[src/hdl/kfli_pkg.sv]
`timescale 1ns / 1ps
package kfli_pkg;

  localparam int unsigned CMD_W   = 3;
  localparam int unsigned KIDX_W  = 5;
  localparam int unsigned CH_W    = 4;
  localparam int unsigned VAL_W   = 32;
  localparam int unsigned STEPS_W = 12;
  localparam int unsigned STAT_W  = 2;

  localparam logic [CMD_W-1:0] CMD_SET_LIVE  = 3'd0;
  localparam logic [CMD_W-1:0] CMD_SAVE_KEY  = 3'd1;
  localparam logic [CMD_W-1:0] CMD_WRITE_KEY = 3'd2;
  localparam logic [CMD_W-1:0] CMD_SET_COUNT = 3'd3;
  localparam logic [CMD_W-1:0] CMD_PLAY      = 3'd4;
  localparam logic [CMD_W-1:0] CMD_TICK      = 3'd5;

  localparam logic [STAT_W-1:0] ST_DONE    = 2'd0;
  localparam logic [STAT_W-1:0] ST_FULL    = 2'd1;
  localparam logic [STAT_W-1:0] ST_STOPPED = 2'd2;
  localparam logic [STAT_W-1:0] ST_ENDED   = 2'd3;

  typedef struct packed {
    logic [CMD_W-1:0]         cmd;
    logic [KIDX_W-1:0]        key_index;
    logic [CH_W-1:0]          channel;
    logic signed [VAL_W-1:0]  value;
  } kfli_in_t;

  typedef struct packed {
    logic [STAT_W-1:0]        status;
    logic [CH_W-1:0]          out_channel;
    logic signed [VAL_W-1:0]  pose_value;
    logic                     playing;
    logic                     last;
  } kfli_out_t;

endpackage

[src/hdl/kfli_div.sv]
`timescale 1ns / 1ps
// Restoring divider, one quotient bit per cycle: signed 33-bit dividend by
// unsigned 12-bit divisor, quotient truncated toward zero, saturated to 32 bits.
module kfli_div (
  input  logic                             clk,
  input  logic                             rst_n,
  input  logic                             go,
  input  logic signed [32:0]               dividend,
  input  logic [kfli_pkg::STEPS_W-1:0]     divisor,
  output logic                             done,
  output logic signed [kfli_pkg::VAL_W-1:0] quotient
);

  localparam int unsigned NB = 33;

  logic [NB-1:0]                   mag_r, mag_nxt;
  logic [kfli_pkg::STEPS_W:0]      rem_r, rem_nxt;
  logic [kfli_pkg::STEPS_W-1:0]    dvs_r, dvs_nxt;
  logic                            neg_r, neg_nxt;
  logic [5:0]                      cnt_r, cnt_nxt;
  logic                            busy_r, busy_nxt;
  logic                            done_r, done_nxt;
  logic [kfli_pkg::STEPS_W:0]      trial;
  logic signed [NB:0]              sq;

  always_comb begin
    mag_nxt  = mag_r;
    rem_nxt  = rem_r;
    dvs_nxt  = dvs_r;
    neg_nxt  = neg_r;
    cnt_nxt  = cnt_r;
    busy_nxt = busy_r;
    done_nxt = 1'b0;
    trial    = {rem_r[kfli_pkg::STEPS_W-1:0], mag_r[NB-1]};
    if (go) begin
      neg_nxt  = dividend[32];
      mag_nxt  = dividend[32] ? NB'(-dividend) : NB'(dividend);
      rem_nxt  = '0;
      dvs_nxt  = divisor;
      cnt_nxt  = 6'(NB);
      busy_nxt = 1'b1;
    end else if (busy_r) begin
      if (trial >= {1'b0, dvs_r}) begin
        rem_nxt = trial - {1'b0, dvs_r};
        mag_nxt = {mag_r[NB-2:0], 1'b1};
      end else begin
        rem_nxt = trial;
        mag_nxt = {mag_r[NB-2:0], 1'b0};
      end
      cnt_nxt = cnt_r - 6'd1;
      if (cnt_r == 6'd1) begin
        busy_nxt = 1'b0;
        done_nxt = 1'b1;
      end
    end
  end

  always_ff @(posedge clk) begin
    if (!rst_n) begin
      busy_r <= 1'b0;
      done_r <= 1'b0;
      cnt_r  <= '0;
    end else begin
      busy_r <= busy_nxt;
      done_r <= done_nxt;
      cnt_r  <= cnt_nxt;
    end
    mag_r <= mag_nxt;
    rem_r <= rem_nxt;
    dvs_r <= dvs_nxt;
    neg_r <= neg_nxt;
  end

  // Magnitude fits 33 bits; apply sign and saturate.
  always_comb begin
    sq = neg_r ? -$signed({1'b0, mag_r}) : $signed({1'b0, mag_r});
    if (sq > 34'sd2147483647)       quotient = 32'sh7FFFFFFF;
    else if (sq < -34'sd2147483648) quotient = 32'sh80000000;
    else                            quotient = sq[31:0];
  end

  assign done = done_r;

endmodule

[config.mk]
export PLATFORM = sky130hd
export DESIGN_NAME = kfli_div
export DESIGN_NICKNAME = d
export VERILOG_FILES = /design/src/hdl/kfli_pkg.sv /design/src/hdl/kfli_div.sv
export SDC_FILE = /design/constraint.sdc
export NUM_CORES = 1
export LEC_CHECK = 0
export ABC_AREA = 1
export BUFFER_PORTS_ARGS = -buffer_cell sky130_fd_sc_hd__buf_2
export CAP_MARGIN = 20
export CORE_ASPECT_RATIO = 1.1
export CORE_MARGIN = 5
export CORE_UTILIZATION = 40
export DETAILED_ROUTE_END_ITERATION = 8
export REMOVE_ABC_BUFFERS = 1
export SLEW_MARGIN = 20
export SYNTH_ARGS = -nofsm -noshare
export SYNTH_HDL_FRONTEND = slang
export SYNTH_SLANG_ARGS = --single-unit
[constraint.sdc]
create_clock -name clk -period 1.9 [get_ports clk]
set_input_delay 0.095 -clock clk [delete_from_list [all_inputs] [get_ports clk]]
set_output_delay 0.095 -clock clk [all_outputs]
set_load 0.02 [all_outputs]
==> results.json, run 1 <==
{
  "start_kind": "flop",
  "placeableCoreArea_sq_mm": 0.0137,
  "diodes": 0,
  "switching_share_pct": 33.7,
  "dp.cells": 1152,
  "final_nets": 1081,
  "placement.io_buffers": 80,
  "synth_area_leaders": "edfxtp_1 (25%), nand2_1 (14%), dfxtp_1 (7.2%), xor2_1 (6.0%), inv_1 (5.8%)",
  "vias": 5826,
  "grt_pass1_wl_microns": 25500,
  "numCtsBuffers": 9,
  "wl_microns": 16500,
  "drive_gt1_share_pct": 36.5,
  "synth_edf_count": 46,
  "cts_sinks": 66,
  "synthMuxAreaShare_pct": 0,
  "ys_ff_latch": 66,
  "grt_max_degree": 45,
  "die_h_microns": 134,
  "hold_violations": 0,
  "p_sw_mw": 1.89,
  "cpPeakStageDelay_ns": 0.43,
  "period_needed_ns": 2.39,
  "critPathRequiredTime_ns": 1.80,
  "ys.flop_type": "edfxtp_1",
  "antenna_found_initial": 0,
  "yosys.area_share.adder_pct": 3.97,
  "initial_core_util_pct": 40.5,
  "cts_buffer_depth": 2,
  "final_cell_mix": "nand2_1 (177), buf_4 (139), inv_1 (81), nor2_1 (70), buf_2 (60)",
  "crit_chain": "buf_6, nor3_4, nand2_2, nand2_4, nand2_4, inv_2, nand2_1, nand2_1, nand2_2, o21bai_4, buf_6, buf_12, nand2_2, buf_6",
  "syn_area_sq_mm": 0.00555,
  "stdcell_count": 1209,
  "power_density_mw_per_mm2": 692,
  "gr-total-overflow": 0,
  "synth_top_family_by_area": "simple AND/OR/NAND/NOR gates",
  "die_w_microns": 122,
  "crit_path_end_kind": "output port",
  "cts_max_level": 3,
  "ant_nets": 0,
  "critical_path_arrival_ns": 2.30,
  "ir_drop_uv": 468,
  "slew_violations": 0,
  "wl_per_cell_microns": 13.6,
  "tns_ns": -14.09,
  "ios": 81,
  "synth-simple-area-share_pct": 35.8,
  "fmax_mhz": 418,
  "first_global_vias": 5476,
  "min_path_type": "in2reg",
  "fin_ws_ns": -0.492,
  "dr.first_iter.drc_count": 331,
  "pwr-share-seq_pct": 32.0,
  "clk_pin_slew_ns": 0.06,
  "maxSlewHeadroom_pct": 64.2,
  "synth.largest_area_cell": "edfxtp_1",
  "vias_per_cell": 4.82,
  "fin_crit_sh_pct": 126,
  "report.final.setup_viol": 31,
  "rsz0062_at_grt": "yes",
  "syn_inst": 788,
  "finClkSkew_ns": 0.00580,
  "firstDrtPassIters": 5,
  "critPathKind": "reg2out",
  "synthXorXnorAreaFrac_pct": 8.05,
  "die-area_sq_mm": 0.0163,
  "rows": 45,
  "p_clk_share_pct": 29.4,
  "gr-usage-all-layers_pct": 19.4,
  "cts_tree": "done",
  "clk_latency_ns": 0.33,
  "area_delta_synth_final_pct": 46.1,
  "syn_avg_cell_area_sq_um": 7.04,
  "cellInternalPower_mw": 3.71,
  "gp_congestion": 0.907,
  "ys_types": 47,
  "async_reset_ff_share_pct": 0,
  "yosys_warnings": 0,
  "path_max_fanout": 6,
  "synth_compound_area_share_pct": 11.0,
  "worst_slew_pin_slew_ns": 0.536,
  "power_leakage_nw": 3.84,
  "cap_violations": 0,
  "layout_commonest_cell": "nand2_1",
  "cts-root-buf": "clkbuf_16",
  "drc_errors": 0,
  "violations": "negative setup slack",
  "reg2reg_slack_ns": 0.02,
  "crit_slowest_cell": "edfxtp_1",
  "synth_top_area_share_pct": 24.9,
  "status": "complete, but fails checks",
  "dp_hpwl_microns": 12200,
  "ys_seq_area_share_pct": 32.1,
  "p_comb_share_pct": 38.6
}
## per-stage QoR
stage | area, sq um | setup WS [ns] | utilization [%] | total power, mW | hold WS, ns
after CTS | 7740 | -0.479 | 56.6 | 5.47 | 0.0186
after floorplan | 5380 | -0.580 | - | 2.80 | 0.194
after global routing | 8110 | -0.606 | 59.3 | 5.91 | 0.0365
final | 8110 | -0.492 | 59.3 | 5.61 | 0.0264
after global placement | 6970 | -0.0988 | 51.0 | 3.60 | 0.274
after detailed placement | 6970 | -0.151 | 51.0 | 3.61 | 0.274
## metal layers
metal | part of all wire [%] | vias to the layer above | GRT usage (%)
met4 | 2.5 | 0 | 6.78
met5 | 0 | - | 0
li1 | - | 3027 | -
met3 | 3.5 | 27 | 2.42
met2 | 51 | 131 | 34.1
met1 | 43 | 2641 | 24.4
## cell families (layout without fill, tap and decap cells)
logic type,after synthesis,count (layout)
buffers and inverters,117,350
xor gates and xnor gates,51,51
DFF,66,66
and+or+nand+nor,433,433
adders and majority gates,17,17
AOI/OAI and AO/OA,104,104
## repair_timing
item,in CTS,in global routing
endpoints found under the hold margin,12,0
pin swaps,16,27
gates cloned,2,2
setup buffers,16,10
gates resized for setup,62,71
setup endpoints to repair,42,45
hold buffers,12,0
## area by class of cell
type                    instances  area, sq um
multi-input cells             605         3570
inverters                      91          342
clock buffers                   9          225
flip-flops and latches         66         1780
fillers                      1336         5580
well taps                     188          235
clock inverters                 7         70.1
repair buffers                243         1880
## worst max-delay path, delay by kind of cell, from the launching register on
kind	cells	cell delay, ns
simple gates	8	0.71
buf+inv	5	0.61
flops	1	0.43
compound gates	1	0.19
## worst paths after layout
path | depth (start not counted) | start | end
max reg2reg | 9 | dvs_r[6] | mag_r[0]
min reg2reg | 2 | cnt_r[5] | cnt_r[5]
max | 14 | mag_r[1] | quotient[12]
min | 3 | rst_n | cnt_r[0]
## registers in the layout, indices dropped and copies added, names as in the netlist
signal,cells
dvs_r,12
neg_r,1
rem_r,12
mag_r,33
busy_r,1
cnt_r,6
done,1
## Yosys cell counts (4+ instances only)
cell and instances:
buf_4 4, clkbuf_1 14, a21oi_1 18, nor2_4 4, nand2_2 35, o21ai_0 59
nor2_1 80, dfxtp_1 20, ha_1 16, nor2_2 6, nand4_1 19, edfxtp_1 46
xor2_1 38, nand2_1 200, or2_2 4, nor3_1 8, inv_2 4, a31oi_1 7
xnor2_1 13, o21ai_2 4, nand3_1 64, inv_1 86
## power groups by stage
stage | clock, mW | sequential (mW) | combinational [mW]
after floorplan | 0 | 1.81 | 0.984
after global placement | 0 | 1.82 | 1.78
after detailed placement | 0 | 1.82 | 1.79
after CTS | 1.68 | 1.79 | 2.00
after global routing | 1.74 | 1.82 | 2.36
final | 1.65 | 1.80 | 2.16
(Power assumes the default switching activity.)
==> run 2, diff against run 1 <==
Settings changed: ABC_AREA 1 to unset.
==> results.json, run 2 <==
{
  "use_met3_pct": 3.60,
  "area_delta_synth_final_pct": 58.0,
  "hold_end": "cnt_r[5]",
  "cts_buffer_depth": 2,
  "final_nets": 915,
  "finClkSkew_ns": 0.00909,
  "cts_tree": "done",
  "numCtsBuffers": 9,
  "final_cell_mix": "buf_4 (181), nor2_1 (66), buf_2 (57), xor2_1 (51), a21oi_1 (48)",
  "yosys_warnings": 0,
  "layout_commonest_cell": "buf_4",
  "critPathRequiredTime_ns": 1.80,
  "regMostFlops": "mag_r",
  "pwr-share-seq_pct": 30.9,
  "rows": 43,
  "critical_path_arrival_ns": 2.86,
  "fmax_mhz": 339,
  "status": "complete, but fails checks",
  "reg2reg_slack_ns": -0.35,
  "cellInternalPower_mw": 3.91,
  "ir_drop_uv": 437,
  "period_needed_ns": 2.95,
  "synthXorXnorAreaFrac_pct": 12.1,
  "vias_per_cell": 5.31,
  "synthMuxAreaShare_pct": 0.827,
  "crit_path_end_kind": "output port",
  "hold_violations": 0,
  "cts-root-buf": "clkbuf_16",
  "firstDrtPassIters": 5,
  "cts_max_level": 3,
  "use_met1_pct": 23.4,
  "syn_avg_cell_area_sq_um": 8.54,
  "fin_ws_ns": -1.05,
  "wl_per_cell_microns": 15.5,
  "dp.cells": 969,
  "ys_seq_area_share_pct": 34.6,
  "first_global_vias": 5436,
  "ant_nets": 0,
  "initial_core_util_pct": 40.8,
  "ys_types": 68,
  "synth_top_family_by_area": "simple AND/OR/NAND/NOR gates",
  "use_met2_pct": 36.8,
  "place_ws_ns": -0.827,
  "drc_errors": 0,
  "power_leakage_nw": 3.42,
  "slew_violations": 0,
  "gr-total-overflow": 0,
  "r2r_end": "rem_r[1]",
  "violations": "negative setup slack",
  "clk_latency_ns": 0.33,
  "rr_startpoint": "mag_r[32]",
  "synth_edf_count": 46,
  "synth_common_cells": "nor2_1 (69), a21oi_1 (55), xor2_1 (51), nand2_1 (47), edfxtp_1 (46)",
  "fin_util_pct": 64.5,
  "p_sw_mw": 1.93,
  "gp_congestion": 0.938,
  "synth_top_area_share_pct": 26.9,
  "cap_violations": 0,
  "rsz0062_at_grt": "yes",
  "die_h_microns": 129,
  "grt_max_degree": 51,
  "ys_ff_latch": 66,
  "hold_path_depth": 2,
  "antenna_found_initial": 0,
  "synth.largest_area_cell": "edfxtp_1",
  "synth_compound_area_share_pct": 21.5,
  "dp_hpwl_microns": 11600,
  "gr-usage-all-layers_pct": 20.1,
  "wl_microns": 15700,
  "p_clk_share_pct": 27.9,
  "placement.io_buffers": 80,
  "placeableCoreArea_sq_mm": 0.0126,
  "clk_pin_slew_ns": 0.06,
  "synth-simple-area-share_pct": 21.6,
  "fin_crit_sh_pct": 155,
  "largest_reg_flops": 33,
  "min_path_type": "in2reg",
  "holdWs_ns": 0.0172,
  "top_regs": "mag_r (33), dvs_r (12), rem_r (12)",
  "ys.flop_type": "edfxtp_1",
  "cts_sinks": 66,
  "grt.busiest_layer": "met2",
  "die_w_microns": 118,
  "syn_inst": 602,
  "ios": 81,
  "maxSlewHeadroom_pct": 65.1,
  "syn_area_sq_mm": 0.00514,
  "die-area_sq_mm": 0.0152,
  "path_max_fanout": 18,
  "start_kind": "flop",
  "critPathKind": "reg2out",
  "min-delay-start": "rst_n",
  "async_reset_ff_share_pct": 0,
  "report.final.setup_viol": 45,
  "p_comb_share_pct": 41.1,
  "synth.most_common_cell": "nor2_1",
  "power_density_mw_per_mm2": 719,
  "drive_gt1_share_pct": 45.3,
  "synth_area_leaders": "edfxtp_1 (27%), xor2_1 (8.7%), dfxtp_1 (7.8%), a21oi_1 (5.4%), nor2_1 (5.0%)",
  "vias": 5373,
  "switching_share_pct": 33.0,
  "ff2ff_path_depth": 10,
  "yosys.area_share.adder_pct": 4.28,
  "grt_pass1_wl_microns": 25600,
  "diodes": 0,
  "dr.first_iter.drc_count": 210,
  "worst_slew_pin_slew_ns": 0.524,
  "stdcell_count": 1012
}
run 2: cell types whose count changed in the layout (fill, tap and decap cells not counted), sizes merged, moves of 11 or more:
cell	before	now
buf	230	257
o21ai	65	38
or4	0	12
o31ai	2	16
xor2	38	51
nor2	91	70
nand4	19	4
inv	90	28
nand2	238	48
a21oi	19	55
o21a	2	13
nand3	64	11
run 2: layer usage:
metal	wire [microns]	vias up
met5	0	-
met4	430	0
met3	584	25
met2	8280	122
met1	6420	2539
li1	-	2687
run 2: power groups by stage:
stage,Combinational (mW),Clock [mW],Sequential (mW)
after floorplan,1.00,0,1.87
final,2.40,1.63,1.81
after global placement,1.92,0,1.82
after CTS,2.20,1.66,1.80
after detailed placement,1.95,0,1.82
after global routing,2.60,1.73,1.82
run 2: layout make-up:
| class | instances | area [sq um] |
|---|---|---|
| Clock buffer | 13 | 250 |
| Clock inverter | 3 | 40.0 |
| Fill cell | 1048 | 4470 |
| Inverter | 28 | 105 |
| Multi-Input combinational cell | 476 | 3730 |
| Sequential cell | 66 | 1780 |
| Tap cell | 157 | 196 |
| Timing Repair Buffer | 269 | 2020 |
run 2: logic make-up (layout without fill, tap and decap cells):
group	count (synthesis)	after routing
and+or+nand+nor	214	214
buffers and inverters	60	313
AOI/OAI and AO/OA	170	170
DFF	66	66
adders and majority gates	17	17
muxes	4	4
xor gates and xnor gates	71	71
run 2: worst max-delay path by stage:
stage	start	slack (ns)	endpoint	cells past startpoint
floorplan	mag_r[8]	-1.28	quotient[21]	8
global placement	mag_r[8]	-0.77	quotient[21]	10
detailed placement	mag_r[8]	-0.83	quotient[21]	10
CTS	mag_r[8]	-1.09	quotient[21]	10
global route	mag_r[1]	-1.18	quotient[3]	10
finish	mag_r[8]	-1.05	quotient[21]	10
run 2: repair_timing:
item / CTS / global route
hold endpoints to repair: 12 / 0
endpoints found under the setup margin: 54 / 53
resized for setup: 104 / 64
buffers inserted: 11 / 7
pin swaps: 36 / 24
hold buffers: 12 / 0
run 2: worst max-delay path: stages (launching register included):
cell and delay, ns:
edfxtp_1 0.39, or4_4 0.54, and4b_2 0.34, buf_6 0.15
nand4_4 0.09, o41ai_4 0.22, a22o_4 0.17, nor2_4 0.04
buf_12 0.15, nor4_2 0.25, buf_4 0.18
run 2: through the flow:
step	total power [mW]	setup TNS, ns	instance area (sq um)
2_1_floorplan	2.87	-31.96	4990
3_3_place_gp	3.73	-32.51	6840
3_5_place_dp	3.78	-36.17	6840
4_1_cts	5.67	-35.34	7770
5_1_grt	6.15	-41.01	8120
6_report	5.84	-35.16	8120
==> run 3, diff against run 2 <==
Settings changed: REMOVE_ABC_BUFFERS 1 to unset.
==> results.json, run 3 (same netlist as run 2, synthesis figures left out) <==
{
  "status": "complete, but fails checks",
  "violations": "negative setup slack",
  "drive_gt1_share_pct": 49.0,
  "cts_sinks": 66,
  "dp_hpwl_microns": 12000,
  "gr-usage-all-layers_pct": 20.9,
  "stdcell_count": 1019,
  "ir_drop_uv": 613,
  "power_leakage_nw": 3.58,
  "hold_violations": 0,
  "die-area_sq_mm": 0.0152,
  "critPathRequiredTime_ns": 1.80,
  "report.final.setup_viol": 45,
  "numCtsBuffers": 9,
  "synth_fp_nets": 667,
  "diodes": 0,
  "final_nets": 922,
  "gr-total-overflow": 0,
  "worst_slew_pin_slew_ns": 0.359,
  "largest_reg_flops": 33,
  "cap_violations": 0,
  "path_max_fanout": 5,
  "firstDrtPassIters": 6,
  "cts_max_level": 3,
  "min_path_type": "in2reg",
  "regMostFlops": "mag_r",
  "dp.cells": 973,
  "clk_latency_ns": 0.33,
  "die_h_microns": 129,
  "fin_crit_sh_pct": 157,
  "use_met2_pct": 40.8,
  "clk_pin_slew_ns": 0.05,
  "period_needed_ns": 2.98,
  "fmax_mhz": 336,
  "cts_tree": "done",
  "cts_buffer_depth": 2,
  "critical_path_arrival_ns": 2.88,
  "rows": 43,
  "cts-root-buf": "clkbuf_16",
  "p_total_mw": 6.05,
  "start_kind": "flop",
  "crit_path_end_kind": "output port",
  "placement.io_buffers": 80,
  "vias_per_cell": 5.35,
  "wl_microns": 16300,
  "vias": 5447,
  "die_w_microns": 118,
  "fin_ws_ns": -1.08,
  "layout_commonest_cell": "buf_4",
  "grt_max_degree": 31,
  "first_global_vias": 5599,
  "drc_errors": 0,
  "grt_pass1_wl_microns": 26500,
  "antenna_found_initial": 1,
  "finClkSkew_ns": 0.00470,
  "gp_congestion": 0.899,
  "grt.busiest_layer": "met2",
  "final_cell_mix": "buf_4 (169), nor2_1 (68), xor2_1 (51), buf_2 (50), edfxtp_1 (46)",
  "ios": 81,
  "maxSlewHeadroom_pct": 75.8,
  "fin_util_pct": 68.0,
  "power_density_mw_per_mm2": 706,
  "placeableCoreArea_sq_mm": 0.0126,
  "wl_per_cell_microns": 16.0,
  "use_met3_pct": 3.16,
  "dr.first_iter.drc_count": 222,
  "initial_core_util_pct": 40.8,
  "ant_nets": 0,
  "area_delta_synth_final_pct": 66.5,
  "use_met1_pct": 23.5,
  "top_regs": "mag_r (33), dvs_r (12), rem_r (12)",
  "slew_violations": 0,
  "rsz0062_at_grt": "yes",
  "critPathKind": "reg2out"
}
==> run 3: per-stage QoR <==
stage | hold slack, ns | setup slack [ns] | TNS (ns) | instance area [sq um]
after floorplan | 0.194 | -0.649 | -19.82 | 5550
after global placement | 0.272 | -0.735 | -26.52 | 7280
after detailed placement | 0.274 | -0.774 | -29.78 | 7280
after CTS | 0.0236 | -1.06 | -35.31 | 8180
after global routing | 0.0376 | -1.17 | -39.87 | 8560
final | 0.0283 | -1.08 | -36.16 | 8560
==> run 3: worst paths after layout <==
| check | start | to | slack, ns | depth (start not counted) |
|---|---|---|---|---|
| min | rst_n | cnt_r[5] | 0.03 | 2 |
| max reg2reg | dvs_r[7] | rem_r[10] | -0.35 | 11 |
| max | mag_r[8] | quotient[30] | -1.08 | 9 |
| min reg2reg | cnt_r[1] | cnt_r[1] | 0.53 | 2 |
==> run 3: timing repair <==
| item | in CTS | in global routing |
|---|---|---|
| resized for setup | 107 | 73 |
| setup buffers | 9 | 9 |
| pin swaps | 33 | 34 |
| endpoints found under the setup margin | 45 | 50 |
| cloned | 2 | 0 |
| hold buffers | 12 | 0 |
| hold endpoints to repair | 12 | 0 |
==> run 3: final cells by class <==
| class | instances | area, sq um |
|---|---|---|
| fillers | 970 | 4030 |
| multi-input cells | 476 | 3950 |
| repair buffers | 276 | 2250 |
| flip-flops and latches | 66 | 1780 |
| clock buffers | 12 | 236 |
| well taps | 157 | 196 |
| inverters | 28 | 113 |
| clock inverters | 4 | 42.5 |
==> run 3: layer usage <==
layer	share of wire [%]	vias up
met5	0.068	-
met1	40	2585
met4	1.9	2
li1	-	2719
met3	3.3	31
met2	55	110
==> run 3: critical path, stage by stage (launching register included) <==
cell	delay, ns
edfxtp_1	0.39
or4_4	0.54
and4b_2	0.35
buf_6	0.15
nand3_4	0.06
or4_4	0.44
o31ai_4	0.18
xor2_1	0.21
o21ai_2	0.06
buf_2	0.15
==> run 3: report_power, final <==
part,total (mW),switching [mW],internal [mW]
logic,2.65,1.35,1.31
clock network,1.59,0.588,1.00
registers,1.80,0.0900,1.71
